==> src/rtl/squarified_treemap_layout_core_assert.svh <==
// assertion macros for the treemap layout core
`ifndef SQUARIFIED_TREEMAP_LAYOUT_CORE_ASSERT_SVH
`define SQUARIFIED_TREEMAP_LAYOUT_CORE_ASSERT_SVH
`ifndef SYNTHESIS
`define STL_ASSERT_NOW(lbl, ante, cons, msg) \
  lbl: assert property (@(posedge clk) disable iff (!rst_n) (ante) |-> (cons)) \
    else $error(msg);
`define STL_ASSERT_NEXT(lbl, ante, cons, msg) \
  lbl: assert property (@(posedge clk) disable iff (!rst_n) (ante) |=> (cons)) \
    else $error(msg);
`else
`define STL_ASSERT_NOW(lbl, ante, cons, msg)
`define STL_ASSERT_NEXT(lbl, ante, cons, msg)
`endif
`endif

==> src/rtl/stl_pkg.sv <==
`default_nettype none
package stl_pkg;

  localparam int DEF_MAX_ITEMS = 64;
  localparam int DEF_FRAC_BITS = 16;

  localparam int VW     = 63;
  localparam int OW     = 33;
  localparam int WW     = 16;
  localparam int PW     = 32;
  localparam int WPW    = 48;
  localparam int QDEPTH = 4;

  localparam logic [VW-1:0] SATV    = {1'b1, {(VW-1){1'b0}}};
  localparam logic [OW-1:0] OUT_MAX = '1;

  localparam logic [1:0] KIND_ZERO  = 2'd0;
  localparam logic [1:0] KIND_STORE = 2'd1;
  localparam logic [1:0] KIND_DROP  = 2'd2;

  localparam logic OP_DIV = 1'b0;
  localparam logic OP_MUL = 1'b1;

  localparam logic [1:0] CFG_AREA_W = 2'd0;
  localparam logic [1:0] CFG_AREA_H = 2'd1;
  localparam logic [1:0] CFG_ORG_X  = 2'd2;
  localparam logic [1:0] CFG_ORG_Y  = 2'd3;

  localparam logic [WW-1:0] RST_AREA_W = 16'd1024;
  localparam logic [WW-1:0] RST_AREA_H = 16'd768;

  typedef struct packed {
    logic [WW-1:0] weight;
    logic          last_weight;
  } in_item_t;

  typedef struct packed {
    logic [OW-1:0] x_left;
    logic [OW-1:0] y_top;
    logic [OW-1:0] x_right;
    logic [OW-1:0] y_bottom;
    logic          last_rect;
    logic          too_many;
  } out_item_t;

  typedef struct packed {
    logic [WW-1:0] weight;
    logic          last;
    logic [1:0]    kind;
  } cmd_t;

  typedef struct packed {
    logic          start;
    logic          op;
    logic [VW-1:0] a;
    logic [VW-1:0] b;
  } arith_req_t;

  typedef struct packed {
    logic          busy;
    logic          done;
    logic [VW-1:0] res;
  } arith_rsp_t;

  typedef struct packed {
    logic [WW-1:0] area_width;
    logic [WW-1:0] area_height;
    logic [WW-1:0] origin_x;
    logic [WW-1:0] origin_y;
  } cfg_t;

  function automatic logic [VW-1:0] sadd(input logic [VW-1:0] a, input logic [VW-1:0] b);
    logic [VW:0] s;
    s = {1'b0, a} + {1'b0, b};
    return (s > {1'b0, SATV}) ? SATV : s[VW-1:0];
  endfunction

  function automatic logic [VW-1:0] vmin(input logic [VW-1:0] a, input logic [VW-1:0] b);
    return (a < b) ? a : b;
  endfunction

  function automatic logic [VW-1:0] vmax(input logic [VW-1:0] a, input logic [VW-1:0] b);
    return (a > b) ? a : b;
  endfunction

  function automatic logic [OW-1:0] clampo(input logic [VW-1:0] v);
    return (v > VW'(OUT_MAX)) ? OUT_MAX : v[OW-1:0];
  endfunction

endpackage
`default_nettype wire

==> src/rtl/stl_arith.sv <==
`default_nettype none
module stl_arith import stl_pkg::*; #(
  parameter int FRAC_BITS = DEF_FRAC_BITS
) (
  input  wire logic       clk,
  input  wire logic       rst_n,
  input  wire arith_req_t req,
  output arith_rsp_t      rsp
);

  localparam int NW   = VW + FRAC_BITS;
  localparam int AW   = VW + 1 + FRAC_BITS;
  localparam int CNTW = $clog2(NW + 1);
  localparam logic [AW-1:0] CAP = {1'b1, {(AW-1){1'b0}}};

  logic            busy_r, done_r, op_r;
  logic [CNTW-1:0] cnt_r;
  logic [VW-1:0]   b_r, rem_r, ma_r, mb_r;
  logic [NW-1:0]   num_r, quot_r;
  logic [AW-1:0]   acc_r;
  logic [VW:0]     r2;
  logic            ge;
  logic [VW:0]     rdiff;
  logic [AW:0]     msum;
  logic [VW:0]     accs;

  // restoring divide: one quotient bit a cycle
  assign r2    = {rem_r, num_r[NW-1]};
  assign ge    = (r2 >= {1'b0, b_r});
  assign rdiff = r2 - {1'b0, b_r};
  // shift-add multiply, msb of the multiplier first, held at a ceiling
  assign msum  = {acc_r, 1'b0} + (mb_r[VW-1] ? (AW+1)'(ma_r) : '0);
  assign accs  = acc_r[AW-1:FRAC_BITS];

  always_comb begin
    rsp.busy = busy_r;
    rsp.done = done_r;
    if (op_r == OP_MUL) begin
      rsp.res = (accs > {1'b0, SATV}) ? SATV : accs[VW-1:0];
    end else if (b_r == '0) begin
      rsp.res = SATV;
    end else begin
      rsp.res = (quot_r > NW'(SATV)) ? SATV : quot_r[VW-1:0];
    end
  end

  always_ff @(posedge clk) begin
    if (!rst_n) begin
      busy_r <= 1'b0;
      done_r <= 1'b0;
      cnt_r  <= '0;
    end else begin
      done_r <= 1'b0;
      if (req.start) begin
        busy_r <= 1'b1;
        cnt_r  <= (req.op == OP_MUL) ? CNTW'(VW) : CNTW'(NW);
      end else if (busy_r) begin
        cnt_r <= cnt_r - CNTW'(1);
        if (cnt_r == CNTW'(1)) begin
          busy_r <= 1'b0;
          done_r <= 1'b1;
        end
      end
    end
  end

  always_ff @(posedge clk) begin
    if (req.start) begin
      op_r   <= req.op;
      b_r    <= req.b;
      num_r  <= NW'(req.a) << FRAC_BITS;
      rem_r  <= '0;
      quot_r <= '0;
      ma_r   <= req.a;
      mb_r   <= req.b;
      acc_r  <= '0;
    end else if (busy_r) begin
      if (op_r == OP_MUL) begin
        acc_r <= (msum > (AW+1)'(CAP)) ? CAP : msum[AW-1:0];
        mb_r  <= mb_r << 1;
      end else begin
        rem_r  <= ge ? rdiff[VW-1:0] : r2[VW-1:0];
        num_r  <= num_r << 1;
        quot_r <= {quot_r[NW-2:0], ge};
      end
    end
  end

endmodule
`default_nettype wire

==> config.mk <==
export PLATFORM = sky130hd
export DESIGN_NAME = stl_arith
export DESIGN_NICKNAME = d
export VERILOG_FILES = /design/src/rtl/squarified_treemap_layout_core_assert.svh /design/src/rtl/stl_pkg.sv /design/src/rtl/stl_arith.sv
export SDC_FILE = /design/constraint.sdc
export NUM_CORES = 1
export LEC_CHECK = 0
export BUFFER_PORTS_ARGS = -buffer_cell sky130_fd_sc_hd__buf_2
export CORE_MARGIN = 2
export CORE_UTILIZATION = 61
export DETAILED_ROUTE_END_ITERATION = 8
export GPL_TIMING_DRIVEN = 1
export PLACE_DENSITY_LB_ADDON = 0.15
export REMOVE_ABC_BUFFERS = 1
export SYNTH_ARGS = -nofsm -noshare
export SYNTH_HDL_FRONTEND = slang
export SYNTH_SLANG_ARGS = --single-unit
==> constraint.sdc <==
create_clock -name clk -period 5.6 [get_ports clk]
set_clock_uncertainty 0.2 [all_clocks]
set_input_delay 0.28 -clock clk [delete_from_list [all_inputs] [get_ports clk]]
set_output_delay 0.28 -clock clk [all_outputs]
set_load 0.01 [all_outputs]
==> metrics.md <==
| Metric | Value |
|---|---|
| First-pass GRT wire length | 120 mm |
| H-Tree Depth | 2 |
| Core area | approximately 44000 µm² |
| Drt total wl | 75.9 mm |
| Yosys top cell area share | 28.1% |
| WL/cell | just over 20 µm |
| Starting density of the core | 61.5% |
| Avg Vias per Cell | 6.14 |
| Antenna viol nets, final | 0 |
| Worst Max-Slew Pin Slew | 1.15 ns |
| DRT iter0 DRCs | 2209 |
| Most numerous cell in the Yosys netlist | nand2_1 |
| Pwr dens | 295 nW/µm² |
| Resize count post-CTS | 0 |
| Synthesis-stage register bit count | 484 |
| Peak supply drop | between 0.2 and 0.3 mV |
| Layout cells sized above 1 | 14.9% |
| Max Cap Viol | 0 |
| Post-Route Setup TNS | 0 ns |
| Post-synthesis xor/xnor area fraction | 4.10% |
| Fill count | ~3.3k |
| Residual overflow from global routing | 0 |
| Register area | 12200 µm² |
| Synth Cell Area | 27100 µm² |
| Number of antenna violations at the first check in global routing | 0 |
| Max-slew violation count | 0 |
| Outcome | complete, no violations |
| Final number of setup-violating endpoints | 0 |
| Post-route cell area | about 31000 µm² |
| Leading post-synthesis cells by cell area | edfxtp_1, dfxtp_1, nand2_1, ha_1, mux2_2 |
| GRT Util Overall | 32.4% |
| Type of the worst setup path | reg -> reg |
| Die Y-Extent | 215 µm |
| Root Buffer | clkbuf_16 |
| Min-delay worst type | in -> reg |
| Post-DP HPWL | about 53 mm |
| Vias in the first global route | roughly 23k |
| EDFF count, synth | 253 |
| Arrival @ worst endpoint | 5.08 ns |
| Required @ worst endpoint | 5.87 ns |
| Syn-to-layout area delta | 16.2% |
| Avg Cell Area, Syn | 9.42 µm² |
| Area occupied by multi-input gates | 13800 µm² |
| Clock buffer count from CTS | 51 |
| Crit. End Element | flop |
| Async S/R FF share, synth | 0% |
| Register area share after synthesis | 45.1% |
| F_max | 208 MHz |
| Syn. warnings | 0 |
| Post-layout min period | 4.81 ns |
| Synth Area in Compound Gates | about a fifth |
| Crit share post-route | 85.8% |
| Pre-antenna DRT Iters | 6 |
| Std-Cell Rows | between 70 and 80 |
| Residual DRC | 0 |
| CP startpoint kind | flop |
| Crit-path max FO | 53 |
| Clock slew at reported path FFs | ~0.070 ns |
| Sink count of the clock tree | 484 |
| Mux cell area share after synthesis | 5.47% |
| Routability cong. | 0.991 |
| CTS max path bufs | 3 |
| Leak | ~0.012 µW |
| Synth top cells by count | nand2_1, edfxtp_1, a21oi_1 |
| Number of diodes | 0 |
| Placed cell count | 3514 |
| Die Area | 46100 µm² |
| Leading area contributor after synthesis | edfxtp_1 |
| Relative slew margins | 23.4% |
| Post-Syn Instances | 2875 |
| Die W | 215 µm |
| RSZ-0062 raised after global routing | no |
| Yosys cell types | 91 |
| CTS tree | yes |
| Hold violation count in the final report | 0 |
| Number of I/O pins | just under 200 |
| Dpl cell area | 28300 µm² |
| Nets@finish | 3363 |
| Non-Filler Instances | 3738 |
| Main combinational cell family by area after synthesis | compound AO/OA/AOI/OAI gates |
| Worst-Skew Late Latency | 0.61 ns |
| Port bufs | 194 |
| Synth Area in Simple Gates | approximately 16% |
| Largest net degree at the start of global routing | 172 |
| Routed via count | 22.9k |
| Ys flop type | edfxtp_1 |
| Synth Area in Adders | 6.02% |
==> worst max-delay path, stage by stage, from the launching register on <==
cell and delay (ns):
edfxtp_1 0.64, buf_12 0.28, nand2_1 0.14, fa_1 0.45, nor2b_1 0.28, o31ai_4 0.12, a211oi_2 0.32, o31ai_2 0.14
o32a_2 0.42, a31oi_2 0.22, and2_4 0.20, nand2_2 0.07, xnor2_2 0.21, or2_2 0.41, buf_4 0.39, o21ai_1 0.13
==> worst paths after layout <==
path / startpoint / to / slack, ns / depth (start not counted)
worst max-delay path: mb_r[62] / acc_r[25] / 0.79 / 15
worst min-delay path: req[29] / b_r[29] / 0.19 / 2
worst max register to register: mb_r[62] / acc_r[25] / 0.79 / 15
worst min register to register: acc_r[12] / acc_r[12] / 0.26 / 2
==> flip-flops by register name, indices dropped and copies added (netlist names), 7 cells and up <==
| signal | cells |
|---|---|
| acc_r | 80 |
| b_r | 63 |
| cnt_r | 7 |
| ma_r | 63 |
| mb_r | 63 |
| num_r | 63 |
| quot_r | 79 |
| rem_r | 63 |
==> cells by family (layout without fill, tap and decap cells) <==
family	count (synthesis)	count (layout)
and+or+nand+nor	948	948
AOI/OAI and AO/OA	789	789
DFF	484	484
buffers and inverters	267	538
muxes	132	132
adders and majority gates	129	129
xor gates and xnor gates	126	126
==> per-stage QoR <==
stage	util [%]	hold WS, ns	worst slack, ns	total power, µW
3_5_place_dp	64.3	0.251	0.845	5500
4_1_cts	71.5	0.166	0.811	9270
3_3_place_gp	64.3	0.245	0.971	5470
6_report	71.5	0.195	0.794	9270
2_1_floorplan	-	0.149	-3.18	5050
5_1_grt	71.5	0.191	0.520	9590
==> per-layer routing <==
| layer | part of all wire [%] | GRT usage (%) | vias to the layer above | wire length, µm |
|---|---|---|---|---|
| met5 | 0 | 0 | - | 0 |
| met4 | 4.0 | 13.8 | 0 | 3070 |
| met3 | 5.4 | 3.60 | 165 | 4060 |
| met2 | 51 | 58.5 | 827 | 38500 |
| met1 | 40 | 39.1 | 11007 | 30300 |
| li1 | - | - | 10946 | - |
==> what timing repair did <==
item | in CTS | in global routing
setup buffers | 0 | 0
endpoints found under the hold margin | 294 | 0
hold buffers | 129 | 0
==> layout make-up <==
class,instances,area share [%]
inverter,98,1.17
timing repair buffer,345,7.83
multi-input combinational,2124,43.9
tap,592,2.35
clock inverter,23,1.02
clock buffer,72,4.90
sequential,484,38.8
==> layout by cell type, fill, tap and decap left out, types with 25 or more instances in the layout <==
cell type,instances
a311oi_1,28
edfxtp_1,253
xnor2_1,71
and2_1,75
buf_2,193
inv_1,96
dlygate4sd3_1,129
o21ai_1,81
nor4_1,59
nand2_1,438
ha_1,127
nand3_1,49
a31oi_1,25
clkbuf_16,57
dfxtp_1,231
a22o_1,80
xor2_1,54
o21ai_0,94
mux2_2,125
nor2_1,153
a21oi_1,250
and3_1,26
a21o_1,61
nand4_1,51
==> power by group <==
| group | leakage [µW] | switching [µW] | internal, µW |
|---|---|---|---|
| clock | 0.000906 | 1480 | 2260 |
| sequential | 0.00437 | 137 | 3990 |
| combinational | 0.00717 | 843 | 568 |
Power figures use the tool's default switching activity.
