==> src/rtl/squarified_treemap_layout_core_assert.svh <==
// assertion macros for the treemap layout core
`ifndef SQUARIFIED_TREEMAP_LAYOUT_CORE_ASSERT_SVH
`define SQUARIFIED_TREEMAP_LAYOUT_CORE_ASSERT_SVH
`ifndef SYNTHESIS
`define STL_ASSERT_NOW(lbl, ante, cons, msg) \
  lbl: assert property (@(posedge clk) disable iff (!rst_n) (ante) |-> (cons)) \
    else $error(msg);
`define STL_ASSERT_NEXT(lbl, ante, cons, msg) \
  lbl: assert property (@(posedge clk) disable iff (!rst_n) (ante) |=> (cons)) \
    else $error(msg);
`else
`define STL_ASSERT_NOW(lbl, ante, cons, msg)
`define STL_ASSERT_NEXT(lbl, ante, cons, msg)
`endif
`endif

==> src/rtl/stl_pkg.sv <==
`default_nettype none
package stl_pkg;

  localparam int DEF_MAX_ITEMS = 64;
  localparam int DEF_FRAC_BITS = 16;

  localparam int VW     = 63;
  localparam int OW     = 33;
  localparam int WW     = 16;
  localparam int PW     = 32;
  localparam int WPW    = 48;
  localparam int QDEPTH = 4;

  localparam logic [VW-1:0] SATV    = {1'b1, {(VW-1){1'b0}}};
  localparam logic [OW-1:0] OUT_MAX = '1;

  localparam logic [1:0] KIND_ZERO  = 2'd0;
  localparam logic [1:0] KIND_STORE = 2'd1;
  localparam logic [1:0] KIND_DROP  = 2'd2;

  localparam logic OP_DIV = 1'b0;
  localparam logic OP_MUL = 1'b1;

  localparam logic [1:0] CFG_AREA_W = 2'd0;
  localparam logic [1:0] CFG_AREA_H = 2'd1;
  localparam logic [1:0] CFG_ORG_X  = 2'd2;
  localparam logic [1:0] CFG_ORG_Y  = 2'd3;

  localparam logic [WW-1:0] RST_AREA_W = 16'd1024;
  localparam logic [WW-1:0] RST_AREA_H = 16'd768;

  typedef struct packed {
    logic [WW-1:0] weight;
    logic          last_weight;
  } in_item_t;

  typedef struct packed {
    logic [OW-1:0] x_left;
    logic [OW-1:0] y_top;
    logic [OW-1:0] x_right;
    logic [OW-1:0] y_bottom;
    logic          last_rect;
    logic          too_many;
  } out_item_t;

  typedef struct packed {
    logic [WW-1:0] weight;
    logic          last;
    logic [1:0]    kind;
  } cmd_t;

  typedef struct packed {
    logic          start;
    logic          op;
    logic [VW-1:0] a;
    logic [VW-1:0] b;
  } arith_req_t;

  typedef struct packed {
    logic          busy;
    logic          done;
    logic [VW-1:0] res;
  } arith_rsp_t;

  typedef struct packed {
    logic [WW-1:0] area_width;
    logic [WW-1:0] area_height;
    logic [WW-1:0] origin_x;
    logic [WW-1:0] origin_y;
  } cfg_t;

  function automatic logic [VW-1:0] sadd(input logic [VW-1:0] a, input logic [VW-1:0] b);
    logic [VW:0] s;
    s = {1'b0, a} + {1'b0, b};
    return (s > {1'b0, SATV}) ? SATV : s[VW-1:0];
  endfunction

  function automatic logic [VW-1:0] vmin(input logic [VW-1:0] a, input logic [VW-1:0] b);
    return (a < b) ? a : b;
  endfunction

  function automatic logic [VW-1:0] vmax(input logic [VW-1:0] a, input logic [VW-1:0] b);
    return (a > b) ? a : b;
  endfunction

  function automatic logic [OW-1:0] clampo(input logic [VW-1:0] v);
    return (v > VW'(OUT_MAX)) ? OUT_MAX : v[OW-1:0];
  endfunction

endpackage
`default_nettype wire

==> src/rtl/stl_front.sv <==
`default_nettype none
module stl_front import stl_pkg::*; #(
  parameter int MAX_ITEMS = DEF_MAX_ITEMS
) (
  input  wire logic     clk,
  input  wire logic     rst_n,
  input  wire logic     in_valid,
  output logic          in_stall,
  input  wire in_item_t in_data,
  output logic          cmd_valid,
  input  wire logic     cmd_ready,
  output cmd_t          cmd
);

  localparam int CW  = $clog2(MAX_ITEMS + 1);
  localparam int QAW = $clog2(QDEPTH);
  localparam int QFW = $clog2(QDEPTH + 1);

  cmd_t           q_mem [QDEPTH];
  logic [QAW-1:0] wr_ptr_r, wr_ptr_nxt;
  logic [QAW-1:0] rd_ptr_r, rd_ptr_nxt;
  logic [QFW-1:0] fill_r, fill_nxt;
  logic [CW-1:0]  fcnt_r, fcnt_nxt;
  logic           push, pop;
  cmd_t           cmd_in;

  assign in_stall  = (fill_r == QFW'(QDEPTH));
  assign cmd_valid = (fill_r != '0);
  assign cmd       = q_mem[rd_ptr_r];
  assign push      = in_valid && !in_stall;
  assign pop       = cmd_valid && cmd_ready;

  // sort each beat into stored, dropped or ignored by a running count of the set
  always_comb begin
    cmd_in.weight = in_data.weight;
    cmd_in.last   = in_data.last_weight;
    fcnt_nxt      = fcnt_r;
    if (in_data.weight == '0) begin
      cmd_in.kind = KIND_ZERO;
    end else if (fcnt_r == CW'(MAX_ITEMS)) begin
      cmd_in.kind = KIND_DROP;
    end else begin
      cmd_in.kind = KIND_STORE;
      fcnt_nxt    = fcnt_r + CW'(1);
    end
    if (in_data.last_weight) begin
      fcnt_nxt = '0;
    end
  end

  always_comb begin
    wr_ptr_nxt = push ? wr_ptr_r + QAW'(1) : wr_ptr_r;
    rd_ptr_nxt = pop  ? rd_ptr_r + QAW'(1) : rd_ptr_r;
    case ({push, pop})
      2'b10:   fill_nxt = fill_r + QFW'(1);
      2'b01:   fill_nxt = fill_r - QFW'(1);
      default: fill_nxt = fill_r;
    endcase
  end

  always_ff @(posedge clk) begin
    if (!rst_n) begin
      wr_ptr_r <= '0;
      rd_ptr_r <= '0;
      fill_r   <= '0;
      fcnt_r   <= '0;
    end else begin
      wr_ptr_r <= wr_ptr_nxt;
      rd_ptr_r <= rd_ptr_nxt;
      fill_r   <= fill_nxt;
      if (push) begin
        fcnt_r <= fcnt_nxt;
      end
    end
  end

  always_ff @(posedge clk) begin
    if (push) begin
      q_mem[wr_ptr_r] <= cmd_in;
    end
  end

endmodule
`default_nettype wire

==> config.mk <==
export PLATFORM = sky130hd
export DESIGN_NAME = stl_front
export DESIGN_NICKNAME = d
export VERILOG_FILES = /design/src/rtl/squarified_treemap_layout_core_assert.svh /design/src/rtl/stl_pkg.sv /design/src/rtl/stl_front.sv
export SDC_FILE = /design/constraint.sdc
export NUM_CORES = 1
export LEC_CHECK = 0
export BUFFER_PORTS_ARGS = -buffer_cell sky130_fd_sc_hd__buf_2
export CAP_MARGIN = 20
export CORE_MARGIN = 2
export CORE_UTILIZATION = 62
export DETAILED_ROUTE_END_ITERATION = 6
export GPL_TIMING_DRIVEN = 0
export MAX_ROUTING_LAYER = met4
export PLACE_DENSITY = 0.81
export RECOVER_POWER = 25
export SETUP_SLACK_MARGIN = 0.5
export SLEW_MARGIN = 10
export SYNTH_ARGS = -nofsm -noshare
export SYNTH_HDL_FRONTEND = slang
export SYNTH_SLANG_ARGS = --single-unit
export TNS_END_PERCENT = 30
==> constraint.sdc <==
create_clock -name clk -period 5.4 [get_ports clk]
set_clock_uncertainty 0.05 [all_clocks]
set_input_delay 0.54 -clock clk [delete_from_list [all_inputs] [get_ports clk]]
set_output_delay 0.54 -clock clk [all_outputs]
set_load 0.01 [all_outputs]
==> results.py <==
metrics = {
    "worst_setup_path": {
        "crit_family": "buffers and inverters",
        "worstReg2RegEnd": "q_mem[2][8]$_DFFE_PP_",
        "max_stage_delay_ns": 0.54,
        "startpoint_type": "flip-flop",
        "critPathBufInv": 3,
        "cp_data_required_time_ns": 4.81,
        "path_max_fanout": 10,
        "rr_worst_depth": 4,
        "r2r_slack_ns": 3.06,
        "reg2reg_from": "fill_r[2]$_SDFFE_PN0P_",
        "slowest_stage": "clkbuf_1",
        "path_cells": "clkbuf_2 > clkbuf_1 > mux4_2 > buf_2",
        "cp.depth": 4,
        "cp-endpoint": "cmd[15]",
        "critPathKind": "flip-flop to output pin",
        "arrival_ns": 2.05,
        "crit_path_end_kind": "output pin",
    },
    "yosys": {
        "synth_area_per_cell_um2": 17.06,
        "ys_top_cells_by_area": "edfxtp_1, mux4_2, dfxtp_1",
        "syn-instance-count": 218,
        "yosys_warnings": 0,
        "synthesis.area_mm2": 0.003719,
        "ys.flop_type": "edfxtp_1",
        "ys_seq_area_share_pct": 69.99,
        "synth-seq-cells": 92,
        "yosys.area.top_type": "edfxtp_1",
        "synth_cell_type_count": 41,
        "synth_edf_count": 76,
        "synthDominantCellAreaShare_pct": 61.37,
        "syn_nets": 247,
        "synth-async-reset-ratio_pct": 0,
    },
    "placement": {
        "port_buffers": 41,
        "place_inst": 334,
        "place.gp.congestion": 0.9533,
        "pre_cts_ws_ns": 2.914,
        "hpwl_um": 4566,
    },
    "cells_and_area": {
        "num-nets-final": 299,
        "final_cells": 350,
        "n_antenna_cell": 0,
        "drive_above_1_share_pct": 26.91,
        "n_fill_cell": 362,
        "syn_to_final_growth_pct": 12.28,
    },
    "route": {
        "drc_errors": 0,
        "dr.pass1.iters": 5,
        "met2_length_um": 3650,
        "route.met3.wl_um": 323,
        "wl_per_cell_um": 19.06,
        "drt_iter0_markers": 154,
        "drt-met1-wl_um": 2622,
        "vias": 2081,
        "maxUsedRoutingLayer": "met4",
        "wl_um": 6671,
        "detail_route.vias_per_cell": 5.946,
        "final_antenna_net_count": 0,
    },
    "clock_tree": {
        "clockBufferDepth": 2,
        "cts-root-buf": "clkbuf_8",
        "postCtsHoldBufs": 0,
        "post_cts_buffers": 0,
        "cts_tree": "done",
        "cts_resized": 0,
        "insertion_delay_ns": 0.34,
        "cts_buffers": 9,
        "cts_max_level": 3,
        "cts_sinks": 92,
        "clkTransAtPathRegs_ns": 0.08,
    },
    "sta": {
        "setup_viol": 0,
        "post-route-period-util_pct": 48.96,
        "fin_crit_ns": 2.644,
        "worst_slew_pin_slew_ns": 0.9905,
        "tns_ns": 0,
        "rsz0062_at_grt": "false",
        "slew_headroom_pct": 33.97,
        "finalHoldViolCount": 0,
        "fin_ws_ns": 2.756,
        "max_freq_ghz": 0.3782,
        "drv_slew": 0,
    },
    "hold_path": {
        "worstHoldPathType": "input pin to flip-flop",
    },
    "die": {
        "start_util_pct": 63.56,
        "core_mm2": 0.005851,
        "die_h_um": 81.45,
        "die_w_um": 81.45,
        "fp.dieArea_mm2": 0.006633,
        "rows": 28,
        "io_pins": 42,
    },
    "global_routing": {
        "overflow": 0,
        "grt_pass1_wl_um": 10160,
        "grt_antenna_before_repair": 0,
        "grt_use_total_pct": 22.28,
        "first_global_vias": 2012,
        "grt_max_degree": 20,
    },
    "pwr": {
        "p_per_area_mw_per_mm2": 408.9,
        "p_leak_nw": 1.386,
        "vdd_drop_max_v": 0.0002778,
        "power_mw": 1.707,
    },
    "status": {
        "outcome": "finished, final reports clean",
    },
    "flow_run": {
        "drv_cap": 0,
    },
}
-- sequential cells by signal (all words and copies together) (netlist names), named ones only --
register,cells
fcnt_r,7
fill_r,3
q_mem,76
rd_ptr_r,2
wr_ptr_r,2
-- worst reg2reg max path: cells and delay by family, from the launching register on --
family,cells,cell delay [ns]
buf+inv,1,0.38
flops,1,0.34
simple gates,3,1.19
-- metrics by stage --
| stage | utilization (%) | cell area (um2) | hold WS (ns) |
|---|---|---|---|
| finish | 71.36 | 4175 | 0.3830 |
| global route | 71.36 | 4175 | 0.3895 |
| CTS | 71.66 | 4193 | 0.3598 |
| detailed placement | 68.67 | 4018 | 0.4438 |
| global placement | 68.67 | 4018 | 0.4343 |
| floorplan | - | 3719 | 0.4192 |
-- final cells by class --
cell class              instances  area (um2)  share of cell area, %
clock inverters                 7       51.30                  1.229
well taps                      75       93.84                  2.248
multi-input cells             107        1033                  24.75
inverters                      10       37.54                 0.8990
repair buffers                 41       187.7                  4.495
plain buffers                   9       45.04                  1.079
flip-flops and latches         92        2603                  62.33
clock buffers                   9       123.9                  2.967
-- worst min-delay path by stage --
stage          slack, ns  cells after the start                  endpoint                startpoint
5_1_grt             0.39                      1     q_mem[0][8]$_DFFE_PP_                in_data[6]
2_1_floorplan       0.42                      2  wr_ptr_r[1]$_SDFFE_PN0P_  wr_ptr_r[1]$_SDFFE_PN0P_
3_5_place_dp        0.44                      2  wr_ptr_r[1]$_SDFFE_PN0P_  wr_ptr_r[1]$_SDFFE_PN0P_
4_1_cts             0.36                      1     q_mem[3][2]$_DFFE_PP_                in_data[0]
6_report            0.38                      1     q_mem[0][8]$_DFFE_PP_                in_data[6]
3_3_place_gp        0.43                      2  wr_ptr_r[1]$_SDFFE_PN0P_  wr_ptr_r[1]$_SDFFE_PN0P_
-- cells in the mapped netlist (all sizes together), types with 2 or more instances --
cell / number
edfxtp: 76
mux4: 19
dfxtp: 16
inv: 10
nor2: 10
nand2: 9
ha: 7
nand3: 7
nor4: 7
clkbuf: 5
a21oi: 4
and2: 4
buf: 4
nand4: 4
a31oi: 3
or3: 3
or4: 3
xor2: 3
and3: 2
and4: 2
o2111ai: 2
o21ai: 2
xnor2: 2
-- cells by family after synthesis --
kind of cell,Yosys count,synth area share (%)
xor+xnor,5,1.178
fa+ha+maj,8,2.894
simple gates,57,8.714
mux,19,11.51
buf+inv,19,2.220
compound gates,18,3.500
flops,92,69.99
-- cell usage in the layout (no fill, tap or decap), drive strengths merged, types with 4 or more instances in the layout --
master and n:
nor4 7, nand2 9, dfxtp 16, edfxtp 76
inv 11, clkinv 4, mux4 19, clkbuf 28
ha 7, a21oi 4, nor2 10, buf 31
nand3 7, and2 4, nand4 4
-- power by group --
group	switching (mW)	internal, mW
Combinational	0.224	0.204
Sequential	0.0307	0.849
Clock	0.231	0.168
-- metal layers --
layer / vias up / track usage, %
met1: 1023 / 25.98
met2: 73 / 38.61
met3: 8 / 4.396
met5: - / -
li1: 977 / -
met4: 0 / 8.136
(Power assumes the default switching activity.)
